--- src/rtl/wmh_pkg.sv ---
// Shared types and constants of the weighted Manhattan heuristic engine.
package wmh_pkg;

  localparam int MAX_CELLS_DEF  = 64;
  localparam int COST_WIDTH_DEF = 16;

  localparam int OP_W    = 1;
  localparam int POS_W   = 6;
  localparam int TILE_W  = 6;
  localparam int MCOST_W = 16;
  localparam int COLS_W  = 4;
  localparam int ROW_W   = 6;
  localparam int COL_W   = 3;
  localparam int DIST_W  = 7;
  localparam int SUM_W   = 26;

  localparam logic [COLS_W-1:0] COLS_RESET = 4'd4;
  localparam logic [SUM_W-1:0]  SUM_MAX    = '1;

  localparam logic [OP_W-1:0] OP_LOAD = 1'b0;
  localparam logic [OP_W-1:0] OP_EVAL = 1'b1;

  localparam int QUEUE_DEPTH = 2;

  // One classified word as it travels from front to back.
  typedef struct packed {
    logic              is_load;
    logic              adds;
    logic              last;
    logic [TILE_W-1:0] tile;
    logic [ROW_W-1:0]  row;
    logic [COL_W-1:0]  col;
  } entry_t;

  typedef struct packed {
    logic full;
    logic empty;
  } q_status_t;

endpackage

--- src/rtl/wmh_queue.sv ---
// Two-entry queue between the front and back parts.
module wmh_queue #(
  parameter int W = 8
) (
  input  logic                  clk,
  input  logic                  rst_n,
  input  logic                  push,
  input  logic [W-1:0]          push_data,
  input  logic                  pop,
  output logic [W-1:0]          pop_data,
  output wmh_pkg::q_status_t    status
);

  localparam int DEPTH = wmh_pkg::QUEUE_DEPTH;
  localparam int PTR_W = (DEPTH > 1) ? $clog2(DEPTH) : 1;
  localparam int CNT_W = $clog2(DEPTH + 1);

  logic [W-1:0]     store_r [DEPTH];
  logic [PTR_W-1:0] wr_ptr_r, wr_ptr_nxt;
  logic [PTR_W-1:0] rd_ptr_r, rd_ptr_nxt;
  logic [CNT_W-1:0] count_r, count_nxt;

  assign status.full  = (count_r == CNT_W'(DEPTH));
  assign status.empty = (count_r == '0);
  assign pop_data     = store_r[rd_ptr_r];

  always_comb begin
    wr_ptr_nxt = wr_ptr_r;
    rd_ptr_nxt = rd_ptr_r;
    count_nxt  = count_r;
    if (push) begin
      wr_ptr_nxt = (wr_ptr_r == PTR_W'(DEPTH - 1)) ? '0 : wr_ptr_r + 1'b1;
    end
    if (pop) begin
      rd_ptr_nxt = (rd_ptr_r == PTR_W'(DEPTH - 1)) ? '0 : rd_ptr_r + 1'b1;
    end
    if (push && !pop) begin
      count_nxt = count_r + 1'b1;
    end else if (pop && !push) begin
      count_nxt = count_r - 1'b1;
    end
  end

  always_ff @(posedge clk) begin
    if (!rst_n) begin
      wr_ptr_r <= '0;
      rd_ptr_r <= '0;
      count_r  <= '0;
    end else begin
      wr_ptr_r <= wr_ptr_nxt;
      rd_ptr_r <= rd_ptr_nxt;
      count_r  <= count_nxt;
    end
  end

  always_ff @(posedge clk) begin
    if (push) begin
      store_r[wr_ptr_r] <= push_data;
    end
  end

endmodule

--- src/rtl/wmh_front.sv ---
// Front part: column register, input handshake, row/column split and classification.
module wmh_front #(
  parameter int MAX_CELLS  = wmh_pkg::MAX_CELLS_DEF,
  parameter int COST_WIDTH = wmh_pkg::COST_WIDTH_DEF
) (
  input  logic                          clk,
  input  logic                          rst_n,
  input  logic                          cfg_write_en,
  input  logic [wmh_pkg::COLS_W-1:0]    cfg_write_data,
  input  logic                          in_valid,
  output logic                          in_ready,
  input  logic [wmh_pkg::OP_W-1:0]      in_operation,
  input  logic [wmh_pkg::POS_W-1:0]     in_position,
  input  logic [wmh_pkg::TILE_W-1:0]    in_tile,
  input  logic [wmh_pkg::MCOST_W-1:0]   in_move_cost,
  input  logic                          in_last_cell,
  input  wmh_pkg::q_status_t            q_status,
  output logic                          push,
  output wmh_pkg::entry_t               push_entry,
  output logic [COST_WIDTH-1:0]         push_cost
);

  localparam int RECIP_SHIFT = 10;
  localparam int RECIP_W     = RECIP_SHIFT + 1;
  localparam int QPROD_W     = wmh_pkg::POS_W + RECIP_W;
  localparam int QC_W        = wmh_pkg::POS_W + wmh_pkg::COLS_W;

  logic [wmh_pkg::COLS_W-1:0] cols_r;
  logic [wmh_pkg::COLS_W-1:0] cols_eff;
  logic [RECIP_W-1:0]         recip;
  logic [QPROD_W-1:0]         q_prod;
  logic [wmh_pkg::ROW_W-1:0]  row;
  logic [QC_W-1:0]            qc;
  logic [QC_W-1:0]            col_full;
  logic                       accept;
  logic                       in_range;
  logic                       is_load;
  logic [31:0]                cost_ext;

  always_ff @(posedge clk) begin
    if (!rst_n) begin
      cols_r <= wmh_pkg::COLS_RESET;
    end else if (cfg_write_en) begin
      cols_r <= cfg_write_data;
    end
  end

  // Zero counts as one column, anything above eight as eight.
  always_comb begin
    if (cols_r == '0) begin
      cols_eff = 4'd1;
    end else if (cols_r > 4'd8) begin
      cols_eff = 4'd8;
    end else begin
      cols_eff = cols_r;
    end
  end

  // ceil(1024 / cols): exact quotient for every 6-bit position.
  always_comb begin
    unique case (cols_eff)
      4'd2:    recip = 11'd512;
      4'd3:    recip = 11'd342;
      4'd4:    recip = 11'd256;
      4'd5:    recip = 11'd205;
      4'd6:    recip = 11'd171;
      4'd7:    recip = 11'd147;
      4'd8:    recip = 11'd128;
      default: recip = 11'd1024;
    endcase
  end

  assign q_prod   = QPROD_W'(in_position) * QPROD_W'(recip);
  assign row      = q_prod[RECIP_SHIFT +: wmh_pkg::ROW_W];
  assign qc       = QC_W'(row) * QC_W'(cols_eff);
  assign col_full = QC_W'(in_position) - qc;

  assign in_ready = !q_status.full;
  assign accept   = in_valid && in_ready;
  assign in_range = ({3'b000, in_tile} < 9'(MAX_CELLS));
  assign is_load  = (in_operation == wmh_pkg::OP_LOAD);

  // Drop loads of tiles beyond the table; they leave no trace.
  assign push = accept && (!is_load || in_range);

  assign push_entry.is_load = is_load;
  assign push_entry.adds    = !is_load && in_range && (in_tile != '0);
  assign push_entry.last    = !is_load && in_last_cell;
  assign push_entry.tile    = in_tile;
  assign push_entry.row     = row;
  assign push_entry.col     = col_full[wmh_pkg::COL_W-1:0];

  assign cost_ext  = {16'h0000, in_move_cost};
  assign push_cost = cost_ext[COST_WIDTH-1:0];

endmodule

--- src/rtl/wmh_back.sv ---
// Back part: goal table, distance times cost, saturating accumulator and result register.
module wmh_back #(
  parameter int MAX_CELLS  = wmh_pkg::MAX_CELLS_DEF,
  parameter int COST_WIDTH = wmh_pkg::COST_WIDTH_DEF
) (
  input  logic                        clk,
  input  logic                        rst_n,
  input  wmh_pkg::q_status_t          q_status,
  input  wmh_pkg::entry_t             q_entry,
  input  logic [COST_WIDTH-1:0]       q_cost,
  output logic                        pop,
  output logic                        out_valid,
  input  logic                        out_ready,
  output logic [wmh_pkg::SUM_W-1:0]   out_heuristic_value
);

  localparam int IDX_W  = $clog2(MAX_CELLS);
  localparam int ROW_W  = wmh_pkg::ROW_W;
  localparam int COL_W  = wmh_pkg::COL_W;
  localparam int DIST_W = wmh_pkg::DIST_W;
  localparam int SUM_W  = wmh_pkg::SUM_W;
  localparam int MEM_W  = ROW_W + COL_W + COST_WIDTH;
  localparam int PROD_W = DIST_W + COST_WIDTH;
  localparam int ACC_W  = ((PROD_W > SUM_W) ? PROD_W : SUM_W) + 1;

  logic [MEM_W-1:0]  goal_mem [MAX_CELLS];
  logic [MEM_W-1:0]  rd_data_r;
  logic [7:0]        tile_ext;
  logic [IDX_W-1:0]  idx;
  logic              adv;

  logic              s2_valid_r, s2_valid_nxt;
  logic              s2_adds_r;
  logic              s2_last_r;
  logic [ROW_W-1:0]  s2_row_r;
  logic [COL_W-1:0]  s2_col_r;

  logic              s3_valid_r, s3_valid_nxt;
  logic              s3_last_r;
  logic [PROD_W-1:0] s3_prod_r;

  logic [ROW_W-1:0]      g_row;
  logic [COL_W-1:0]      g_col;
  logic [COST_WIDTH-1:0] g_cost;
  logic [ROW_W-1:0]      d_row;
  logic [COL_W-1:0]      d_col;
  logic [DIST_W-1:0]     step_dist;
  logic [PROD_W-1:0]     prod;

  logic [SUM_W-1:0]  sum_r, sum_nxt;
  logic [ACC_W-1:0]  sum_ext;
  logic [SUM_W-1:0]  sum_sat;
  logic              out_valid_r, out_valid_nxt;
  logic [SUM_W-1:0]  out_data_r;
  logic              emit;

  // Freeze the whole back part while a finished sum waits on a full result register.
  assign adv = !(s3_valid_r && s3_last_r && out_valid_r && !out_ready);
  assign pop = adv && !q_status.empty;

  assign tile_ext = {2'b00, q_entry.tile};
  assign idx      = tile_ext[IDX_W-1:0];

  always_ff @(posedge clk) begin
    if (pop && q_entry.is_load) begin
      goal_mem[idx] <= {q_entry.row, q_entry.col, q_cost};
    end
    if (pop && !q_entry.is_load) begin
      rd_data_r <= goal_mem[idx];
    end
  end

  // Stage two: carry the current cell alongside the table read.
  assign s2_valid_nxt = adv ? (pop && !q_entry.is_load) : s2_valid_r;

  always_ff @(posedge clk) begin
    if (pop) begin
      s2_adds_r <= q_entry.adds;
      s2_last_r <= q_entry.last;
      s2_row_r  <= q_entry.row;
      s2_col_r  <= q_entry.col;
    end
  end

  assign g_row     = rd_data_r[MEM_W-1 -: ROW_W];
  assign g_col     = rd_data_r[COST_WIDTH +: COL_W];
  assign g_cost    = rd_data_r[COST_WIDTH-1:0];
  assign d_row     = (s2_row_r >= g_row) ? s2_row_r - g_row : g_row - s2_row_r;
  assign d_col     = (s2_col_r >= g_col) ? s2_col_r - g_col : g_col - s2_col_r;
  assign step_dist = DIST_W'(d_row) + DIST_W'(d_col);
  assign prod      = s2_adds_r ? PROD_W'(step_dist) * PROD_W'(g_cost) : '0;

  // Stage three: weighted distance registered ahead of the accumulator.
  assign s3_valid_nxt = adv ? s2_valid_r : s3_valid_r;

  always_ff @(posedge clk) begin
    if (adv && s2_valid_r) begin
      s3_last_r <= s2_last_r;
      s3_prod_r <= prod;
    end
  end

  assign sum_ext = ACC_W'(sum_r) + ACC_W'(s3_prod_r);
  assign sum_sat = (sum_ext > ACC_W'(wmh_pkg::SUM_MAX)) ? wmh_pkg::SUM_MAX
                                                      : sum_ext[SUM_W-1:0];
  assign emit    = adv && s3_valid_r && s3_last_r;

  always_comb begin
    sum_nxt = sum_r;
    if (adv && s3_valid_r) begin
      sum_nxt = s3_last_r ? '0 : sum_sat;
    end
    if (emit) begin
      out_valid_nxt = 1'b1;
    end else if (out_ready) begin
      out_valid_nxt = 1'b0;
    end else begin
      out_valid_nxt = out_valid_r;
    end
  end

  always_ff @(posedge clk) begin
    if (!rst_n) begin
      s2_valid_r  <= 1'b0;
      s3_valid_r  <= 1'b0;
      sum_r       <= '0;
      out_valid_r <= 1'b0;
    end else begin
      s2_valid_r  <= s2_valid_nxt;
      s3_valid_r  <= s3_valid_nxt;
      sum_r       <= sum_nxt;
      out_valid_r <= out_valid_nxt;
    end
  end

  always_ff @(posedge clk) begin
    if (emit) begin
      out_data_r <= sum_sat;
    end
  end

  assign out_valid           = out_valid_r;
  assign out_heuristic_value = out_data_r;

endmodule

--- src/rtl/weighted_manhattan_heuristic.sv ---
// Top level of the weighted Manhattan heuristic engine.
//
// Takes one word per cycle on the input channel, loads and board cells alike, as long as
// the result side keeps up; the single port of the goal table (one write or one read per
// cycle) sets that rate. The last cell of a state passes through the queue, the goal table
// read register and the stage-three register after the multiply, then its sum goes into the
// result register. A result left waiting holds the back part once the next finished sum
// reaches the accumulator; the two-entry queue then lets the input side take up to two
// more words before it stalls. cfg_write_data sets the column count used to split
// positions; write it only while the block is idle.
module weighted_manhattan_heuristic #(
  parameter int MAX_CELLS  = wmh_pkg::MAX_CELLS_DEF,
  parameter int COST_WIDTH = wmh_pkg::COST_WIDTH_DEF
) (
  input  logic                          clk,
  input  logic                          rst_n,
  input  logic                          cfg_write_en,
  input  logic [wmh_pkg::COLS_W-1:0]    cfg_write_data,
  input  logic                          in_valid,
  output logic                          in_ready,
  input  logic [wmh_pkg::OP_W-1:0]      in_operation,
  input  logic [wmh_pkg::POS_W-1:0]     in_position,
  input  logic [wmh_pkg::TILE_W-1:0]    in_tile,
  input  logic [wmh_pkg::MCOST_W-1:0]   in_move_cost,
  input  logic                          in_last_cell,
  output logic                          out_valid,
  input  logic                          out_ready,
  output logic [wmh_pkg::SUM_W-1:0]     out_heuristic_value
);

  localparam int QW = $bits(wmh_pkg::entry_t) + COST_WIDTH;

  wmh_pkg::q_status_t    q_status;
  wmh_pkg::entry_t       push_entry;
  wmh_pkg::entry_t       pop_entry;
  logic [COST_WIDTH-1:0] push_cost;
  logic [COST_WIDTH-1:0] pop_cost;
  logic [QW-1:0]         pop_data;
  logic                  push;
  logic                  pop;

  wmh_front #(
    .MAX_CELLS  (MAX_CELLS),
    .COST_WIDTH (COST_WIDTH)
  ) u_front (
    .clk            (clk),
    .rst_n          (rst_n),
    .cfg_write_en   (cfg_write_en),
    .cfg_write_data (cfg_write_data),
    .in_valid       (in_valid),
    .in_ready       (in_ready),
    .in_operation   (in_operation),
    .in_position    (in_position),
    .in_tile        (in_tile),
    .in_move_cost   (in_move_cost),
    .in_last_cell   (in_last_cell),
    .q_status       (q_status),
    .push           (push),
    .push_entry     (push_entry),
    .push_cost      (push_cost)
  );

  wmh_queue #(
    .W (QW)
  ) u_queue (
    .clk       (clk),
    .rst_n     (rst_n),
    .push      (push),
    .push_data ({push_entry, push_cost}),
    .pop       (pop),
    .pop_data  (pop_data),
    .status    (q_status)
  );

  assign pop_entry = wmh_pkg::entry_t'(pop_data[QW-1:COST_WIDTH]);
  assign pop_cost  = pop_data[COST_WIDTH-1:0];

  wmh_back #(
    .MAX_CELLS  (MAX_CELLS),
    .COST_WIDTH (COST_WIDTH)
  ) u_back (
    .clk                 (clk),
    .rst_n               (rst_n),
    .q_status            (q_status),
    .q_entry             (pop_entry),
    .q_cost              (pop_cost),
    .pop                 (pop),
    .out_valid           (out_valid),
    .out_ready           (out_ready),
    .out_heuristic_value (out_heuristic_value)
  );

endmodule

--- config.mk ---
export PLATFORM = sky130hd
export DESIGN_NAME = weighted_manhattan_heuristic
export DESIGN_NICKNAME = d
export VERILOG_FILES = /design/src/rtl/wmh_pkg.sv /design/src/rtl/wmh_queue.sv /design/src/rtl/wmh_front.sv /design/src/rtl/wmh_back.sv /design/src/rtl/weighted_manhattan_heuristic.sv
export SDC_FILE = /design/constraint.sdc
export NUM_CORES = 2
export LEC_CHECK = 0
export BUFFER_PORTS_ARGS = -buffer_cell sky130_fd_sc_hd__buf_4
export CORE_MARGIN = 1.5
export CORE_UTILIZATION = 25
export CTS_CLUSTER_SIZE = 10
export DETAILED_ROUTE_END_ITERATION = 10
export PLACE_DENSITY_LB_ADDON = 0.05
export SETUP_SLACK_MARGIN = 0.4
export SLEW_MARGIN = 20
export SYNTH_ARGS = -nofsm -noshare
export SYNTH_HDL_FRONTEND = slang
export SYNTH_SLANG_ARGS = --single-unit
--- constraint.sdc ---
create_clock -name clk -period 9.4 [get_ports clk]
set_input_delay 0.94 -clock clk [delete_from_list [all_inputs] [get_ports clk]]
set_output_delay 0.94 -clock clk [all_outputs]
set_load 0.1 [all_outputs]
Word-level counts from Yosys, hierarchy flattened
Memory sizes are Yosys's and may differ from the RTL's. A register that Yosys moved wholly into a read port is not among the register bits.
Cells that the tools add are included.
Widths: inputs -> output; s select.
{ "word_totals": {"output_inout_bits": 28, "mem_bits_rw": 1668, "memories": 2, "register_bits": 98} }
{ "memory_table": {"columns": ["name", "words", "word_bits", "rd", "rd_clocked_by_memory_dff", "wr", "line_no", "rtl"], "rows": [
  ["u_back.goal_mem", 64, 25, 1, 1, 1, "wmh_back.sv:26", "logic [MEM_W-1:0] goal_mem [MAX_CELLS];"],
  ["u_queue.store_r", 2, 34, 1, 1, 1, "wmh_queue.sv:18", "logic [W-1:0] store_r [DEPTH];"]
]} }
{ "op_classes": {"mul": 3, "n_lt_le_gt_ge": 4, "n_addsub": 11, "n_reduce_logical": 26, "n_mux": 19, "eq_ne": 8, "bitwise": 1} }
{ "ops": {"columns": ["cell", "count"], "rows": [
  ["$pmux 11 s7", 1],
  ["$mux 26", 2],
  ["$add 26x23->27", 1],
  ["$gt 27x26->1 const B", 1],
  ["$mul 7x16->23", 1],
  ["$eq 4x3->1 const B", 4],
  ["$mul 6x11->16", 1],
  ["$logic_and 1x1->1", 14],
  ["$sub 6x6->6", 2],
  ["$mux 1", 10],
  ["$sub 3x3->3", 3],
  ["$eq 4x2->1 const B", 2],
  ["$mux 4", 2],
  ["$add 6x3->7", 1],
  ["$logic_not 1->1", 7],
  ["$ge 6x6->1", 1],
  ["$mul 6x4->3", 1],
  ["$mux 6", 1],
  ["$reduce_bool 6->1", 1],
  ["$eq 4x4->1 const B", 1],
  ["$gt 4x4->1 const B", 1],
  ["$logic_not 4->1", 1],
  ["$mux 2", 2],
  ["$reduce_bool 2->1", 2],
  ["8 further kinds", 9]
]} }

Logic depth before layout (Yosys ltp)
{ "depth": {"depth_word": 8, "depth_mapped": 33, "ltp_nobuf": 32} }

Modules after synthesis
A second synthesis with hierarchy kept.
{ "hier_totals": {"hier_cells": 4328, "area_unflattened_um2": 71896.5} }
{ "by_module_without_submodules": {"columns": ["module", "area_each_um2", "cells_each", "seq_area_each_um2", "n_inst"], "rows": [
  ["wmh_back", 66744.0, 3902, 51209.1, 1],
  ["wmh_queue", 2671.3, 128, 2142.1, 1],
  ["wmh_front", 2481.1, 298, 80.1, 1]
]} }

Worst setup path after synthesis
Ideal clock, no wire load.
{ "synth_timing": {"path_type": "register to register", "from": "register u_back.s2_row_r[0]", "to": "register u_back.s3_prod_r[22] (data pin)", "slack_ps": 1813, "n_path_buf": 1, "required_time_ps": 9145, "stages_incl_launch_ff": 32, "synth_period_minus_slack_ps": 7587, "arrival_time_ps": 7333, "setup_ps": 255, "path_cell_list": "edfxtp_1 -> inv_1 -> ha_1 -> inv_1 -> fa_1 -> a21o_1 -> a21oi_4 -> a31oi_4 -> mux2_2 -> fa_1 -> a21oi_1 -> nor2_1 -> xnor2_1 -> buf_2 -> nand2_1 -> fa_1 -> fa_1 -> inv_1 -> fa_1 -> inv_1 -> fa_1 -> inv_1 -> ha_1 -> o21a_1 -> o21ai_0 -> o311ai_1 -> a31oi_1 -> o21ai_0 -> a2111oi_0 -> o31ai_1 -> xnor2_1 -> and2_1"} }
{ "synth_between": {"elab_chain_len": 4, "elab_cells_between_ends": 6, "classes_between": "3 x add/sub; 1 x mul; 1 x order compare; 1 x mux"} }
{ "synth_lines": {"columns": ["element", "line_no", "rtl"], "rows": [
  ["start: declaration", "wmh_back.sv:35", "logic [ROW_W-1:0] s2_row_r;"],
  ["start signal: assignment", "wmh_back.sv:80", "s2_row_r <= q_entry.row;"],
  ["$sub 6x6->6 / $ge 6x6->1 (equally long branches)", "wmh_back.sv:88", "assign d_row = (s2_row_r >= g_row) ? s2_row_r - g_row : g_row - s2_row_r;"],
  ["$mux 6 *", "wmh_back.sv:88", null],
  ["$add 6x3->7 *", "wmh_back.sv:90", "assign step_dist = DIST_W'(d_row) + DIST_W'(d_col);"],
  ["$mul 7x16->23 *", "wmh_back.sv:91", "assign prod = s2_adds_r ? PROD_W'(step_dist) * PROD_W'(g_cost) : '0;"],
  ["end signal: assignment", "wmh_back.sv:99", "s3_prod_r <= prod;"],
  ["end: declaration", "wmh_back.sv:40", "logic [PROD_W-1:0] s3_prod_r;"]
]} }
Every way passes the cells marked *; elsewhere a longest branch is shown, timed or not.
A chain may end at the register's enable or synchronous reset.

Final worst setup path
Same ends and word-level chain as after synthesis.

==> results.json <==
{
  "ys_ff_latch": 1792,
  "postCtsSetupBuffers": 0,
  "synth_nets": 4743,
  "antenna_found_initial": 20,
  "crit_fanout": 16,
  "worst_slack_ns": 1.19,
  "syn-instance-count": 4486,
  "nets": 5000,
  "totalNegativeSetupSlack_ns": 0,
  "ys_types": 72,
  "drive_gt1_share_pct": 14.0,
  "period_share_pct": 87.4,
  "crit_arrival_ns": 8.83,
  "ys_warn_count": 0,
  "slew_viol_final": 0,
  "drt_iter0_drc": 3636,
  "h-tree-depth": 4,
  "die_area_um2": 293000,
  "setup_viol": 0,
  "grt_pass1_wl_um": 387000,
  "critical_path_class": "flip-flop to flip-flop",
  "worstMarginPinSlew_ns": 1.26,
  "dp_hpwl_um": 169000,
  "post_dp_cell_area_um2": 79200,
  "port_buffers": 66,
  "synth_area_um2": 72300,
  "drc": 0,
  "synth_seq_area_share_pct": 73.9,
  "io_pins": 67,
  "fmax_mhz": 122,
  "vias_per_cell": 4.90,
  "synth_fa_ha_area_share_pct": 4.92,
  "fin_worst_skew_ns": 0.0694,
  "fp-row-count": 197,
  "clk_path_buf_depth": 4,
  "async_flop_share_pct": 0,
  "dp_slack_ns": 0.929,
  "period_needed_ns": 8.21,
  "gr-total-overflow": 0,
  "rsz0062_at_grt": "no",
  "start_util_pct": 25.1,
  "critical_path_required_ns": 10.02,
  "synth_compound_area_share_pct": 12.6,
  "final_antenna_net_count": 0,
  "routed_wl_um": 285000,
  "cp-end-kind": "flip-flop",
  "cts_resized": 0,
  "via_count": 42500,
  "hold_class": "input port to flip-flop",
  "synth-simple-area-share_pct": 4.63,
  "clock-sinks": 1792,
  "cts.hold.buffers_added": 0,
  "ctsRootBufferMaster": "clkbuf_16",
  "synth_top_family_by_area": "compound AO/OA/AOI/OAI gates",
  "final_common_cell": "edfxtp_1",
  "path_clk_slew_ns": 0.05,
  "cts_tree": "yes",
  "slowest_stage": "a2111oi_0",
  "wl_per_cell_um": 32.9,
  "avgSynthCellArea_um2": 16.1,
  "max_stage_delay_ns": 0.66,
  "yosys.area_share.xor_xnor_pct": 0.713,
  "grt_max_degree": 66,
  "outcome": "completed",
  "track_usage_pct": 19.1,
  "grt_pass1_vias": 43400,
  "ys.flop_type": "edfxtp_1",
  "gp_congestion": 0.739,
  "clkLatencyLatePin_ns": 0.90,
  "maxCapViolations": 0,
  "start_kind": "flip-flop",
  "numCtsBuffers": 222,
  "final_hold_viol_count": 0,
  "muxShareOfSynthArea_pct": 1.03,
  "firstDrtPassIters": 6,
  "multiInputGateArea_um2": 18100,
  "die_h_um": 541,
  "synthToLayoutAreaGrowth_pct": 18.3,
  "synth_edf_count": 1754,
  "relSlewSlack_pct": 15.1,
  "die_w_um": 541,
  "core_um2": 288000,
  "seq_area_um2": 53400,
  "nFillCells": 28400,
  "final_cell_mix": "edfxtp_1 (1754), a22oi_1 (528), buf_4 (261)",
  "fin_area_um2": 85600
}
## state kept, by name, summed over array words and instances, names as in the netlist, 2 cells and up, named ones only
signal	count
u_back.goal_mem	1600
u_queue.count_r	2
u_back.rd_data_r	25
u_back.s2_row_r	6
u_back.out_heuristic_value	26
u_back.sum_r	26
u_back.s3_prod_r	23
u_front.cols_r	4
u_queue.store_r	68
u_back.s2_col_r	3
## cell type report
type | count | area share, %
well taps | 3781 | 5.53
clock inverters | 42 | 0.402
repair buffers | 281 | 2.78
diodes | 14 | 0.0409
multi-input cells | 2276 | 21.1
clock buffers | 306 | 6.93
flip-flops and latches | 1792 | 62.4
inverters | 170 | 0.746
## kinds of logic after synthesis
kind of cell,count (synthesis)
buffers and inverters,418
xor gates and xnor gates,58
muxes,70
DFF,1792
adders and majority gates,218
AOI/OAI and AO/OA,1238
and+or+nand+nor,692
## worst max-delay path: cells and delay by family, from the launching register on
kind,cells,cell delay [ns]
AOI/OAI and AO/OA,12,2.96
xor gates and xnor gates,2,0.31
adders and majority gates,8,3.04
buffers and inverters,6,0.47
DFF,1,0.39
muxes,1,0.34
and+or+nand+nor,3,0.47
## per-layer routing
metal	vias to the layer above	track usage, %	share of wire, %
met5	-	0	0
li1	18400	-	-
met4	0	3.43	1.6
met3	275	1.99	3.7
met1	22900	27.0	47
met2	959	31.9	48
## cell usage after synthesis (15+ instances only)
master	number	area [um2]
a21o_1	31	233
a21oi_1	196	981
a221oi_1	47	412
a222oi_1	28	280
a22o_1	72	631
a22oi_1	528	3960
a31oi_1	67	419
a32o_1	21	210
a41oi_1	83	727
and2_1	111	694
buf_1	55	206
buf_2	41	205
clkbuf_1	150	563
dfxtp_1	38	761
edfxtp_1	1754	52700
fa_1	111	2220
ha_1	107	1340
inv_1	170	638
mux2_2	32	360
mux2i_1	37	370
nand2_1	264	991
nand2b_1	41	257
nand3_1	25	125
nand4_1	23	144
nor2_1	124	465
nor2b_1	26	163
nor3_1	16	80.1
nor4_1	33	206
o21ai_0	34	170
o22ai_1	16	100
xnor2_1	42	368
xor2_1	15	131
## through the flow
stage	util [%]	std cells	hold WS (ns)
2_1_floorplan	-	4486	0.400
3_3_place_gp	27.5	8297	0.419
3_5_place_dp	27.5	8300	0.420
4_1_cts	29.7	8648	0.143
5_1_grt	29.7	8650	0.179
6_report	29.7	8662	0.227
## worst paths after layout
check,cells past startpoint,slack (ns),to,start
setup reg to reg,32,1.19,u_back.s3_prod_r[22],u_back.s2_row_r[0]
hold reg to reg,0,0.42,u_back.s3_last_r,u_back.s2_last_r
hold / removal,1,0.23,u_queue.store_r[0][1],in_move_cost[1]
setup / recovery,32,1.19,u_back.s3_prod_r[22],u_back.s2_row_r[0]
Power is not shown: default switching activity piles up to over one toggle a cycle in this logic, so the estimate is an artifact.
